[src/sv/mss_pkg.sv]
// shared types and codes for the multi-stack shared store
`timescale 1ns / 1ps
`default_nettype none

package mss_pkg;

    // payload widths fixed by the item format
    localparam int SIZE_W  = 7;
    localparam int INDEX_W = 3;
    localparam int WORD_W  = 32;

    typedef logic [1:0]         kind_t;
    typedef logic [1:0]         status_t;
    typedef logic [SIZE_W-1:0]  size_t;
    typedef logic [INDEX_W-1:0] index_t;
    typedef logic [WORD_W-1:0]  word_t;

    // operation codes
    localparam kind_t KIND_PUSH   = 2'd0;
    localparam kind_t KIND_POP    = 2'd1;
    localparam kind_t KIND_REINIT = 2'd2;

    // result codes
    localparam status_t STATUS_OK      = 2'd0;
    localparam status_t STATUS_FULL    = 2'd1;
    localparam status_t STATUS_EMPTY   = 2'd2;
    localparam status_t STATUS_INVALID = 2'd3;

endpackage

`default_nettype wire

[src/sv/mss_if.sv]
// command and response channel interfaces
`timescale 1ns / 1ps
`default_nettype none

interface mss_cmd_if;
    import mss_pkg::*;

    logic                valid;
    logic                ready;
    kind_t               kind;
    index_t              stack_index;
    logic signed [31:0]  value;

    modport source (output valid, kind, stack_index, value, input ready);
    modport sink   (input valid, kind, stack_index, value, output ready);
endinterface

interface mss_rsp_if;
    import mss_pkg::*;

    logic     valid;
    logic     ready;
    status_t  status;
    size_t    stack_size;
    size_t    total_size;

    modport source (output valid, status, stack_size, total_size, input ready);
    modport sink   (input valid, status, stack_size, total_size, output ready);
endinterface

`default_nettype wire

[src/sv/multi_stack_shared_store_top.sv]
// several stacks sharing one word memory, with on-demand right shifting
//
//  channel | dir | handshake     | payload
//  --------+-----+---------------+-------------------------------------
//  cmd     | in  | valid / ready | kind, stack_index, value
//  rsp     | out | valid / ready | status, stack_size, total_size
//
// push, pop and reinit are accepted in the idle state; the execute state then reads and
// updates the per-stack base and count registers and, on a push, writes the word memory.
// a push to a full stack scans stacks from the highest down, and a stack that moves
// shifts its words up one place through the memory's separate read and write ports
// (read and write overlap); then the push state places the new word.
// reset restores the bases to their initial slices and clears counts and control at once;
// the word memory is not cleared. a stalled rsp holds its item; the next cmd item is still
// taken and waits in its execute or push step until the response register is free.
`timescale 1ns / 1ps
`default_nettype none

module multi_stack_shared_store_top #(
    parameter int CAPACITY = 64,
    parameter int STACKS   = 4
) (
    input  wire       clk,
    input  wire       rst_n,
    mss_cmd_if.sink   cmd,
    mss_rsp_if.source rsp
);
    import mss_pkg::*;

    localparam int AW    = $clog2(CAPACITY);
    localparam int BW    = $clog2(CAPACITY + 1);
    localparam int SW    = $clog2(STACKS);
    localparam int SLICE = CAPACITY / STACKS;
    localparam logic [SW-1:0] LAST_IDX = SW'(STACKS - 1);
    localparam logic [BW-1:0] CAP_B    = BW'(CAPACITY);

    // sequencer codes
    localparam logic [2:0] ST_IDLE = 3'd0;
    localparam logic [2:0] ST_EXEC = 3'd1;
    localparam logic [2:0] ST_SCAN = 3'd2;
    localparam logic [2:0] ST_MOVE = 3'd3;
    localparam logic [2:0] ST_PUSH = 3'd4;

    logic [2:0]    state_reg, state_next;

    // latched item
    kind_t         kind_reg;
    logic [SW-1:0] sidx_reg;
    logic          sok_reg;
    word_t         value_reg;

    // per-stack control state
    logic [BW-1:0] base_reg  [STACKS];
    logic [BW-1:0] count_reg [STACKS];
    logic [BW-1:0] total_reg, total_next;
    logic [STACKS-1:0] gap;

    // shift sequencing
    logic [SW-1:0] j_reg, j_next;
    logic [AW-1:0] rd_ptr_reg, rd_ptr_next;
    logic [AW-1:0] wr_addr_reg, wr_addr_next;
    logic [BW-1:0] left_reg, left_next;
    logic          pend_reg, pend_next;

    // word memory
    word_t         mem [CAPACITY];
    word_t         rdata_reg;
    logic          mem_we, mem_re;
    logic [AW-1:0] mem_waddr, mem_raddr;
    word_t         mem_wdata;

    // selected stack view
    logic [SW-1:0] sel_idx;
    logic [BW-1:0] sel_base, sel_count;
    logic          sel_gap;
    logic [AW-1:0] sel_top;

    // update controls
    logic          cnt_we, base_inc, reinit;
    logic [BW-1:0] cnt_wdata;
    logic          res_fire, out_free;
    status_t       res_status;
    logic [BW-1:0] res_size, res_total;

    logic          out_valid_reg;
    status_t       out_status_reg;
    size_t         out_size_reg, out_total_reg;

    // room test for each stack against the base above it, or the store's end for the highest
    genvar g;
    generate
        for (g = 0; g < STACKS; g++) begin : g_gap
            logic [BW-1:0] above;
            if (g < STACKS - 1) begin : g_mid
                assign above = base_reg[g+1];
            end else begin : g_last
                assign above = CAP_B;
            end
            assign gap[g] = ({1'b0, base_reg[g]} + {1'b0, count_reg[g]}) < {1'b0, above};
        end
    endgenerate

    // one stack is looked at per cycle
    assign sel_idx   = (state_reg == ST_SCAN || state_reg == ST_MOVE) ? j_reg : sidx_reg;
    assign sel_base  = base_reg[sel_idx];
    assign sel_count = count_reg[sel_idx];
    assign sel_gap   = gap[sel_idx];
    assign sel_top   = AW'(sel_base + sel_count);

    assign out_free  = !out_valid_reg || rsp.ready;
    assign cmd.ready = (state_reg == ST_IDLE);

    // sequencer
    always_comb
    begin
        state_next   = state_reg;
        j_next       = j_reg;
        rd_ptr_next  = rd_ptr_reg;
        wr_addr_next = wr_addr_reg;
        left_next    = left_reg;
        pend_next    = pend_reg;
        total_next   = total_reg;
        cnt_we       = 1'b0;
        cnt_wdata    = sel_count;
        base_inc     = 1'b0;
        reinit       = 1'b0;
        mem_we       = 1'b0;
        mem_waddr    = sel_top;
        mem_wdata    = value_reg;
        mem_re       = 1'b0;
        mem_raddr    = rd_ptr_reg;
        res_fire     = 1'b0;
        res_status   = STATUS_OK;
        res_size     = sel_count;
        res_total    = total_reg;

        case (state_reg)
            ST_IDLE:
            begin
                if (cmd.valid)
                begin
                    state_next = ST_EXEC;
                end
            end

            ST_EXEC:
            begin
                if (kind_reg == KIND_REINIT)
                begin
                    res_fire  = 1'b1;
                    res_size  = '0;
                    res_total = '0;
                    reinit    = out_free;
                    total_next = out_free ? '0 : total_reg;
                end
                else if (!sok_reg)
                begin
                    res_fire   = 1'b1;
                    res_status = STATUS_INVALID;
                    res_size   = '0;
                end
                else if (kind_reg == KIND_PUSH)
                begin
                    if (sel_gap)
                    begin
                        res_fire  = 1'b1;
                        res_size  = sel_count + 1'b1;
                        res_total = total_reg + 1'b1;
                        if (out_free)
                        begin
                            mem_we     = 1'b1;
                            cnt_we     = 1'b1;
                            cnt_wdata  = sel_count + 1'b1;
                            total_next = total_reg + 1'b1;
                        end
                    end
                    else if (sidx_reg == LAST_IDX)
                    begin
                        res_fire   = 1'b1;
                        res_status = STATUS_FULL;
                    end
                    else
                    begin
                        j_next     = LAST_IDX;
                        state_next = ST_SCAN;
                    end
                end
                else if (kind_reg == KIND_POP)
                begin
                    res_fire = 1'b1;
                    if (sel_count == '0)
                    begin
                        res_status = STATUS_EMPTY;
                    end
                    else
                    begin
                        res_size  = sel_count - 1'b1;
                        res_total = total_reg - 1'b1;
                        if (out_free)
                        begin
                            cnt_we     = 1'b1;
                            cnt_wdata  = sel_count - 1'b1;
                            total_next = total_reg - 1'b1;
                        end
                    end
                end
                else
                begin
                    res_fire = 1'b1;
                end
                if (res_fire && out_free)
                begin
                    state_next = ST_IDLE;
                end
            end

            ST_SCAN:
            begin
                if (sel_gap && sel_count != '0)
                begin
                    rd_ptr_next = AW'(sel_base + sel_count - 1'b1);
                    left_next   = sel_count;
                    pend_next   = 1'b0;
                    state_next  = ST_MOVE;
                end
                else
                begin
                    base_inc = sel_gap;
                    if (SW'(j_reg - 1'b1) == sidx_reg)
                    begin
                        state_next = ST_PUSH;
                    end
                    else
                    begin
                        j_next = SW'(j_reg - 1'b1);
                    end
                end
            end

            ST_MOVE:
            begin
                // read the next lower word while writing the previous one up
                mem_re = (left_reg != '0);
                if (mem_re)
                begin
                    rd_ptr_next  = rd_ptr_reg - 1'b1;
                    wr_addr_next = rd_ptr_reg + 1'b1;
                    left_next    = left_reg - 1'b1;
                end
                pend_next = mem_re;
                if (pend_reg)
                begin
                    mem_we    = 1'b1;
                    mem_waddr = wr_addr_reg;
                    mem_wdata = rdata_reg;
                end
                if (!mem_re && !pend_reg)
                begin
                    base_inc = 1'b1;
                    if (SW'(j_reg - 1'b1) == sidx_reg)
                    begin
                        state_next = ST_PUSH;
                    end
                    else
                    begin
                        j_next     = SW'(j_reg - 1'b1);
                        state_next = ST_SCAN;
                    end
                end
            end

            ST_PUSH:
            begin
                res_fire = 1'b1;
                if (sel_gap)
                begin
                    res_size  = sel_count + 1'b1;
                    res_total = total_reg + 1'b1;
                    if (out_free)
                    begin
                        mem_we     = 1'b1;
                        cnt_we     = 1'b1;
                        cnt_wdata  = sel_count + 1'b1;
                        total_next = total_reg + 1'b1;
                    end
                end
                else
                begin
                    res_status = STATUS_FULL;
                end
                if (out_free)
                begin
                    state_next = ST_IDLE;
                end
            end

            default:
            begin
                state_next = ST_IDLE;
            end
        endcase
    end

    // control registers and per-stack state
    always_ff @(posedge clk or negedge rst_n)
    begin
        if (!rst_n)
        begin
            state_reg   <= ST_IDLE;
            j_reg       <= '0;
            rd_ptr_reg  <= '0;
            wr_addr_reg <= '0;
            left_reg    <= '0;
            pend_reg    <= 1'b0;
            total_reg   <= '0;
            for (int i = 0; i < STACKS; i++)
            begin
                base_reg[i]  <= BW'(i * SLICE);
                count_reg[i] <= '0;
            end
        end
        else
        begin
            state_reg   <= state_next;
            j_reg       <= j_next;
            rd_ptr_reg  <= rd_ptr_next;
            wr_addr_reg <= wr_addr_next;
            left_reg    <= left_next;
            pend_reg    <= pend_next;
            total_reg   <= total_next;
            if (reinit)
            begin
                for (int i = 0; i < STACKS; i++)
                begin
                    base_reg[i]  <= BW'(i * SLICE);
                    count_reg[i] <= '0;
                end
            end
            else
            begin
                if (cnt_we)
                begin
                    count_reg[sel_idx] <= cnt_wdata;
                end
                if (base_inc)
                begin
                    base_reg[sel_idx] <= sel_base + 1'b1;
                end
            end
        end
    end

    // item capture
    always_ff @(posedge clk)
    begin
        if (cmd.valid && cmd.ready)
        begin
            kind_reg  <= cmd.kind;
            sidx_reg  <= SW'(cmd.stack_index);
            sok_reg   <= (32'(cmd.stack_index) < 32'(STACKS));
            value_reg <= word_t'(cmd.value);
        end
    end

    // word memory, registered read
    always_ff @(posedge clk)
    begin
        if (mem_we)
        begin
            mem[mem_waddr] <= mem_wdata;
        end
        if (mem_re)
        begin
            rdata_reg <= mem[mem_raddr];
        end
    end

    // response register
    always_ff @(posedge clk or negedge rst_n)
    begin
        if (!rst_n)
        begin
            out_valid_reg <= 1'b0;
        end
        else if (res_fire && out_free)
        begin
            out_valid_reg <= 1'b1;
        end
        else if (rsp.ready)
        begin
            out_valid_reg <= 1'b0;
        end
    end

    always_ff @(posedge clk)
    begin
        if (res_fire && out_free)
        begin
            out_status_reg <= res_status;
            out_size_reg   <= SIZE_W'(res_size);
            out_total_reg  <= SIZE_W'(res_total);
        end
    end

    assign rsp.valid      = out_valid_reg;
    assign rsp.status     = out_status_reg;
    assign rsp.stack_size = out_size_reg;
    assign rsp.total_size = out_total_reg;

endmodule

`default_nettype wire

[src/flat_wrapper.sv]
// flat-port wrapper written by rule: the top's interface ports become plain ports
module multi_stack_shared_store_top_flat import mss_pkg::*;
#(
    parameter int CAPACITY = 64,
    parameter int STACKS   = 4
)
  (clk, rst_n, cmd_valid, cmd_kind, cmd_stack_index, cmd_value, cmd_ready, rsp_valid, rsp_status, rsp_stack_size, rsp_total_size, rsp_ready);
  mss_cmd_if cmd_i ();
  mss_rsp_if rsp_i ();
  input  wire clk;
  input  wire rst_n;
  input wire logic [$bits(cmd_i.valid)-1:0] cmd_valid;
  input wire logic [$bits(cmd_i.kind)-1:0] cmd_kind;
  input wire logic [$bits(cmd_i.stack_index)-1:0] cmd_stack_index;
  input wire logic [$bits(cmd_i.value)-1:0] cmd_value;
  output wire logic [$bits(cmd_i.ready)-1:0] cmd_ready;
  output wire logic [$bits(rsp_i.valid)-1:0] rsp_valid;
  output wire logic [$bits(rsp_i.status)-1:0] rsp_status;
  output wire logic [$bits(rsp_i.stack_size)-1:0] rsp_stack_size;
  output wire logic [$bits(rsp_i.total_size)-1:0] rsp_total_size;
  input wire logic [$bits(rsp_i.ready)-1:0] rsp_ready;
  assign cmd_i.valid = cmd_valid;
  assign cmd_i.kind = cmd_kind;
  assign cmd_i.stack_index = cmd_stack_index;
  assign cmd_i.value = cmd_value;
  assign cmd_ready = cmd_i.ready;
  assign rsp_valid = rsp_i.valid;
  assign rsp_status = rsp_i.status;
  assign rsp_stack_size = rsp_i.stack_size;
  assign rsp_total_size = rsp_i.total_size;
  assign rsp_i.ready = rsp_ready;
  multi_stack_shared_store_top #(.CAPACITY(CAPACITY), .STACKS(STACKS)) u_core (.clk(clk), .rst_n(rst_n), .cmd(cmd_i), .rsp(rsp_i));
endmodule
[config.mk]
export PLATFORM = sky130hd
export DESIGN_NAME = multi_stack_shared_store_top_flat
export DESIGN_NICKNAME = d
export VERILOG_FILES = /design/src/sv/mss_pkg.sv /design/src/sv/mss_if.sv /design/src/sv/multi_stack_shared_store_top.sv /design/src/flat_wrapper.sv
export SDC_FILE = /design/constraint.sdc
export NUM_CORES = 1
export LEC_CHECK = 0
export BUFFER_PORTS_ARGS = -buffer_cell sky130_fd_sc_hd__buf_2
export CORE_UTILIZATION = 57
export CTS_CLUSTER_DIAMETER = 30
export CTS_CLUSTER_SIZE = 10
export DETAILED_ROUTE_END_ITERATION = 8
export PLACE_DENSITY = 0.76
export SLEW_MARGIN = 20
export SYNTH_ARGS = -nofsm -noshare
export SYNTH_HDL_FRONTEND = slang
export SYNTH_SLANG_ARGS = --single-unit
[constraint.sdc]
create_clock -name clk -period 12.9 [get_ports clk]
set_clock_uncertainty 0.1 [all_clocks]
set_input_delay 3.87 -clock clk [delete_from_list [all_inputs] [get_ports clk]]
set_output_delay 3.87 -clock clk [all_outputs]
set_load 0.05 [all_outputs]
==> results of run 1 <==
-- final timing paths --
| path | to | slack, ns |
|---|---|---|
| worst min-delay path | u_core.left_reg[6] | 0.40 |
| max in group asynchronous | u_core.count_reg[27] | 8.76 |
| min in group asynchronous | u_core.g_gap[1].above[1] | 3.44 |
| worst max register to register | u_core.count_reg[21] | 7.52 |
| worst min register to register | u_core.left_reg[6] | 0.40 |
| worst max-delay path | u_core.count_reg[21] | 6.87 |
-- cell usage in the layout (no fill, tap or decap), types with 9 or more instances in the layout --
master	Yosys	routed
inv_1	49	49
mux4_2	10	10
o21ai_0	73	73
nor2b_1	10	10
a31oi_1	12	12
nor2_1	65	65
edfxtp_1	21	21
o21ai_1	20	20
nor3_1	20	19
ha_1	51	51
nand2_1	88	88
mux2i_1	18	18
nand3_1	45	44
a21oi_1	62	62
dfrtp_1	73	73
nand2b_1	14	14
buf_2	14	25
a211oi_1	10	10
clkbuf_16	0	10
o31ai_1	9	9
xnor2_1	24	24
-- cell type report --
cell class / count / area [um^2] / share of cell area (%)
clock inverters: 3 / 20.02 / 0.2395
well taps: 176 / 220.2 / 2.634
clock buffers: 13 / 281.5 / 3.368
flip-flops and latches: 98 / 2562 / 30.65
repair buffers: 32 / 181.4 / 2.170
multi-input cells: 707 / 4902 / 58.64
inverters: 51 / 191.4 / 2.290
-- kinds of logic (layout without fill, tap and decap cells) --
kind of cell	Yosys count	after routing	synth area share, %
AOI/OAI and AO/OA	289	289	24.68
muxes	35	35	6.592
xor gates and xnor gates	31	31	3.455
buffers and inverters	98	99	5.143
DFF	98	98	32.61
adders and majority gates	54	54	8.885
and+or+nand+nor	298	298	18.63
-- synthesized netlist by cell type (8+ instances only) --
| cell | number | area [um^2] |
|---|---|---|
| nand2_1 | 88 | 330.3 |
| dfrtp_1 | 73 | 1827 |
| o21ai_0 | 73 | 365.4 |
| nor2_1 | 65 | 244.0 |
| a21oi_1 | 62 | 310.3 |
| ha_1 | 51 | 638.1 |
| inv_1 | 49 | 183.9 |
| nand3_1 | 45 | 225.2 |
| clkbuf_1 | 28 | 105.1 |
| xnor2_1 | 24 | 210.2 |
| edfxtp_1 | 21 | 630.6 |
| nor3_1 | 20 | 100.1 |
| o21ai_1 | 20 | 100.1 |
| mux2i_1 | 18 | 180.2 |
| buf_2 | 14 | 70.07 |
| nand2b_1 | 14 | 87.58 |
| a31oi_1 | 12 | 75.07 |
| a211oi_1 | 10 | 75.07 |
| mux4_2 | 10 | 225.2 |
| nor2b_1 | 10 | 62.56 |
| a21o_1 | 9 | 67.56 |
| o31ai_1 | 9 | 67.56 |
| o21a_1 | 8 | 60.06 |
-- worst max-delay path, delay by kind of cell --
kind | cells | cell delay, ns
AO/OA/AOI/OAI | 2 | 1.09
buffers and inverters | 1 | 0.10
AND/OR/NAND/NOR | 4 | 1.05
-- per-layer routing --
| layer | share of wire [%] | global-route usage (%) |
|---|---|---|
| met2 | 43 | 46.37 |
| met3 | 11 | 6.130 |
| met5 | 0 | 0 |
| met1 | 45 | 48.67 |
| met4 | 2.0 | 9.219 |
-- per-stage QoR --
step	instances	area, um^2
after floorplan	903	7858
after global placement	1064	8053
after detailed placement	1064	8053
after CTS	1080	8354
after global routing	1080	8359
final	1080	8359
-- power by group through the flow --
stage / clock network (mW) / logic (mW) / registers, mW
after floorplan: 0 / 0.843 / 0.593
after CTS: 0.278 / 1.19 / 0.561
after detailed placement: 0 / 1.18 / 0.567
after global routing: 0.290 / 1.32 / 0.578
final: 0.275 / 1.21 / 0.565
after global placement: 0 / 1.16 / 0.563
==> metrics.txt, run 1 <==
Worst path slowest cell=o21ai_1; syn_nets=998; Worst Hold Class=flop to flop; clock sink count=98; # nets final=~1000; Via density=6.586; total power=2.055 mW; Reg2Reg Depth=12; normalized max-slew margin=roughly a quarter; Inserted Diodes=0; syn avg cell area=~8.7 um^2; Startpoint Class=input pin; TritonCTS clock tree=built; Worst-Skew Late Latency=0.36 ns; worst hold slack=a little under 0.4 ns; leakage power=3.503 nW; setup ws final=between 6 and 7 ns; Core Util, Final=about 63%; largest net degree at the start of global routing=78; DIE HEIGHT=around 120 um; combinational power share=59.1%; core area=13350 um^2; setup TNS=0 ns; Total Die Area=roughly 14000 um^2; Ys Warns=0; Horiz. Die Dim=119.4 um; drt pass-1 iters=6; Peak VDD IR=around 150 uV; asr flop ratio synth=between 70% and 80%; Setup crit end kind=flop; mapped cell area=between 7000 and 8000 um^2; Period Utilization, post-route=about 47%; worst-path cell chain=buf_2 > nor2b_1 > nor3_1 > nand2_1 > nor2_2 > o21ai_1 > o21ai_0; first-pass GRT wire length=roughly 35000 um; detailed placement HPWL=15830 um; vias=between 7000 and 8000; Worst path max stage delay=0.87 ns; RSZ-0062 raised after global routing=false; Initial Utilization=just under 60%; PD cells=~250 nW/um^2; Fmax=around 0.17 GHz; final setup vio count=0; Post-synth EDFFs=21; Clock power frac=roughly 13%; worst flop-to-flop path startpoint=u_core.state_reg[1]; Reg power frac=roughly 28%; # fillers=approximately 1100; NetSw=~1.1 mW; H-tree Lvls=3; Power Internal=roughly 1 mW; Critical Path Source=rsp_ready; share of cells above drive strength 1=approximately a tenth; Sw Share=51.17%; max reg flops=28; Num CTS Buffers=9; post-synthesis sequential area ratio=roughly 33%; post-route ant nets=0; DR DRC count=0; Boundary Pins=59; # resized after CTS=0; Max Slew Vio Count=0; Layout area overhead=6.385%; Yosys reg bits=98; WL/cell=between 20 and 25 um; Hold Fails Final Rpt=0; final WL=around 22000 um; CP arrival=approximately 6 ns; status=completed; total track usage=between 30% and 40%; clk root buf=clkbuf_16; total gr overflow=0; Final min period=about 6 ns; critical path class=input pin to flop; Required @ worst endpoint=12.99 ns; Hold Path Depth=1; drt initial violations=about 860; post-synthesis cell type count=93; Worst Hold Launch=u_core.left_reg[6]; Core Rows=42; initial antenna violation count=0; Longest Clk Path Bufs=2; clock-pin slew on the worst setup and hold paths=approximately 0.070 ns; GP Congestion=between 0.9 and 1; max cap viols=0; vias in the first global route=~6400; pre-CTS WS=between 6 and 7 ns; synthesized instance count=903; slew at the pin with the worst max-slew slack=1.144 ns; dominant synthesized flop cell=dfrtp_1; # Post-CTS Setup Buffers=0; IO Port Bufs=26; Post-CTS Hold Buffers=0; CP max FO=14
No activity file was read; power rests on OpenSTA's default activity.
==> run 2: changes to the inputs <==
- CORE_UTILIZATION: 57 -> 56
- PLACE_DENSITY: 0.76 -> 0.78
- clock period: 12.9 -> 4.9 ns (I/O delays scaled with it)
==> metrics.txt, run 2 (synthesis results as in run 1) <==
clk root buf=clkbuf_16; combinational power share=60.2% (+1.1 points); Hold Path Depth=1 (unchanged); vias=7266 (+2.2%); Via density=6.636 (+0.75%); largest net degree at the start of global routing=78 (unchanged); Longest Clk Path Bufs=2 (unchanged); worst flop-to-flop path startpoint=u_core.count_reg[14]; Reg-to-Reg End=u_core.count_reg[11]; max reg flops=28 (unchanged); worst-path cell chain=ha_1 > fa_1 > a21o_1 > a21oi_1 > o21bai_1 > a21oi_1 > xnor2_1 > ha_1 > nor2_1 > nand2_1 > a211oi_1 > o32a_1 > nand4_2 > nor2_1 > buf_4 > o21ba_2 > mux2i_1; Required @ worst endpoint=5.07 ns (-7.92 ns); Power Internal=2.727 mW (+170%); IO Port Bufs=26 (unchanged); Clock power frac=13.0% (-0.4 points); initial antenna violation count=1 (+1); WL/cell=20.00 um (-1.1%); core area=13450 um^2 (+0.79%); status=completed; detailed placement HPWL=16030 um (+1.3%); Max Slew Vio Count=0 (unchanged); total power=5.516 mW (+170%); CP max FO=9 (-5); Worst path max stage delay=0.49 ns (-0.38 ns); Peak VDD IR=397.4 uV (+170%); TritonCTS clock tree=built; Worst Hold Class=flop to flop; vias in the first global route=6673 (+3.6%); CP arrival=4.81 ns (-1.31 ns); slew at the pin with the worst max-slew slack=0.8665 ns (-0.2771 ns); GP Congestion=0.9294 (+1.3%); Worst-Skew Late Latency=0.36 ns (about the same); Hold EP=u_core.left_reg[6]; Worst Hold Launch=u_core.left_reg[6]; commonest non-fill, non-tap cells in the layout=nand2_1 (88), o21ai_0 (73), dfrtp_1 (73); DR DRC count=0 (unchanged); Num CTS Buffers=9 (unchanged); Worst R2R Setup Slack=0.26 ns (-7.26 ns); Layout area overhead=7.882%; normalized max-slew margin=42.23% (+19 points); drt pass-1 iters=6 (unchanged); Inserted Diodes=0 (unchanged); Post-CTS Hold Buffers=0 (unchanged); final WL=21900 um (+0.31%); pre-CTS WS=0.2606 ns (-6.370 ns); Initial Utilization=58.41% (-0.46 points); total track usage=32.12% (about the same); Final Instance Area=8477 um^2 (+1.4%); Setup crit end kind=flop; share of cells above drive strength 1=11.75% (+1.1 points); clock-pin slew on the worst setup and hold paths=0.07 ns (about the same); Period Utilization, post-route=94.71%; area post-placement=8173 um^2 (+1.5%); Worst path slowest cell=fa_1; RSZ-0062 raised after global routing=false; clock sink count=98 (unchanged); drt initial violations=786 (-8.5%); DIE HEIGHT=120.5 um (+0.88%); setup ws final=0.2592 ns (-6.612 ns); setup TNS=0 ns (unchanged); Final min period=about 4.6 ns; worst hold slack=0.4049 ns (+0.008132 ns); PD cells=650.7 nW/um^2 (+160%); Horiz. Die Dim=120.5 um (+0.88%); commonest non-fill, non-tap cell in the layout=nand2_1; Fmax=between 0.2 and 0.25 GHz; Total Die Area=14510 um^2 (+1.8%); leakage power=3.571 nW (+1.9%); Startpoint Class=flop; # nets final=1009 (+1.5%); Core Rows=42 (unchanged); total gr overflow=0 (unchanged); H-tree Lvls=3 (unchanged); # Post-CTS Setup Buffers=0 (unchanged); Hold Fails Final Rpt=0 (unchanged); Reg power frac=26.8% (-0.7 points); post-route ant nets=0 (unchanged); critical path class=flop to flop; final setup vio count=0 (unchanged); max cap viols=0 (unchanged); NetSw=2.789 mW (+170%); first-pass GRT wire length=35940 um (+2.4%); Sw Share=50.56% (-0.61 points); Boundary Pins=59 (unchanged); Reg2Reg Depth=17 (+5)
==> run 2: timing repair <==
action | 4_1_cts | 5_1_grt
endpoints found under the setup margin | 0 | 7
gates resized for setup | 0 | 1
hold endpoints to repair | 0 | 0
==> run 2: worst max path at each step <==
stage                    startpoint                       end  slack (ns)  depth (start not counted)
6_report       u_core.count_reg[14]      u_core.count_reg[11]        0.26                         17
5_1_grt        u_core.count_reg[14]      u_core.count_reg[11]        0.02                         17
4_1_cts        u_core.count_reg[14]      u_core.count_reg[21]        0.22                         18
3_5_place_dp   u_core.count_reg[14]      u_core.count_reg[23]        0.26                         18
3_3_place_gp    u_core.count_reg[7]      u_core.count_reg[23]        0.32                         17
2_1_floorplan  u_core.count_reg[21]  u_core.rsp.stack_size[0]        0.69                         16
==> run 2: power by group through the flow <==
stage | clock network (mW) | registers (mW) | logic, mW
finish | 0.716 | 1.48 | 3.32
global route | 0.761 | 1.52 | 3.61
CTS | 0.722 | 1.47 | 3.24
detailed placement | 0 | 1.48 | 3.21
global placement | 0 | 1.48 | 3.15
floorplan | 0 | 1.56 | 2.22
==> run 2: metrics by stage <==
step,util [%],instances
finish,63.01,1095
global route,63.01,1095
CTS,62.96,1095
detailed placement,60.75,1079
global placement,60.75,1079
floorplan,-,903
==> run 2: routing by layer <==
metal,GRT usage [%],routed length [um],vias to the layer above
li1,-,-,3369
met1,47.55,9755,3443
met4,11.88,606,0
met2,45.11,9132,403
met5,0,0,-
met3,7.877,2401,51
==> run 2: layout make-up <==
cell class | instances | area (um^2)
Fill cell | 1178 | 4976
Clock buffer | 15 | 289.0
Tap cell | 176 | 220.2
Clock inverter | 1 | 7.507
Inverter | 51 | 191.4
Sequential cell | 98 | 2562
Multi-Input combinational cell | 707 | 4900
Timing Repair Buffer | 47 | 306.5
==> run 2: worst max-delay path, delay by kind of cell, from the launching register on <==
| kind | cells | cell delay [ns] |
|---|---|---|
| buf+inv | 1 | 0.27 |
| compound gates | 7 | 1.60 |
| mux | 1 | 0.26 |
| fa+ha+maj | 3 | 0.95 |
| flops | 1 | 0.42 |
| simple gates | 4 | 0.86 |
| xor+xnor | 1 | 0.09 |
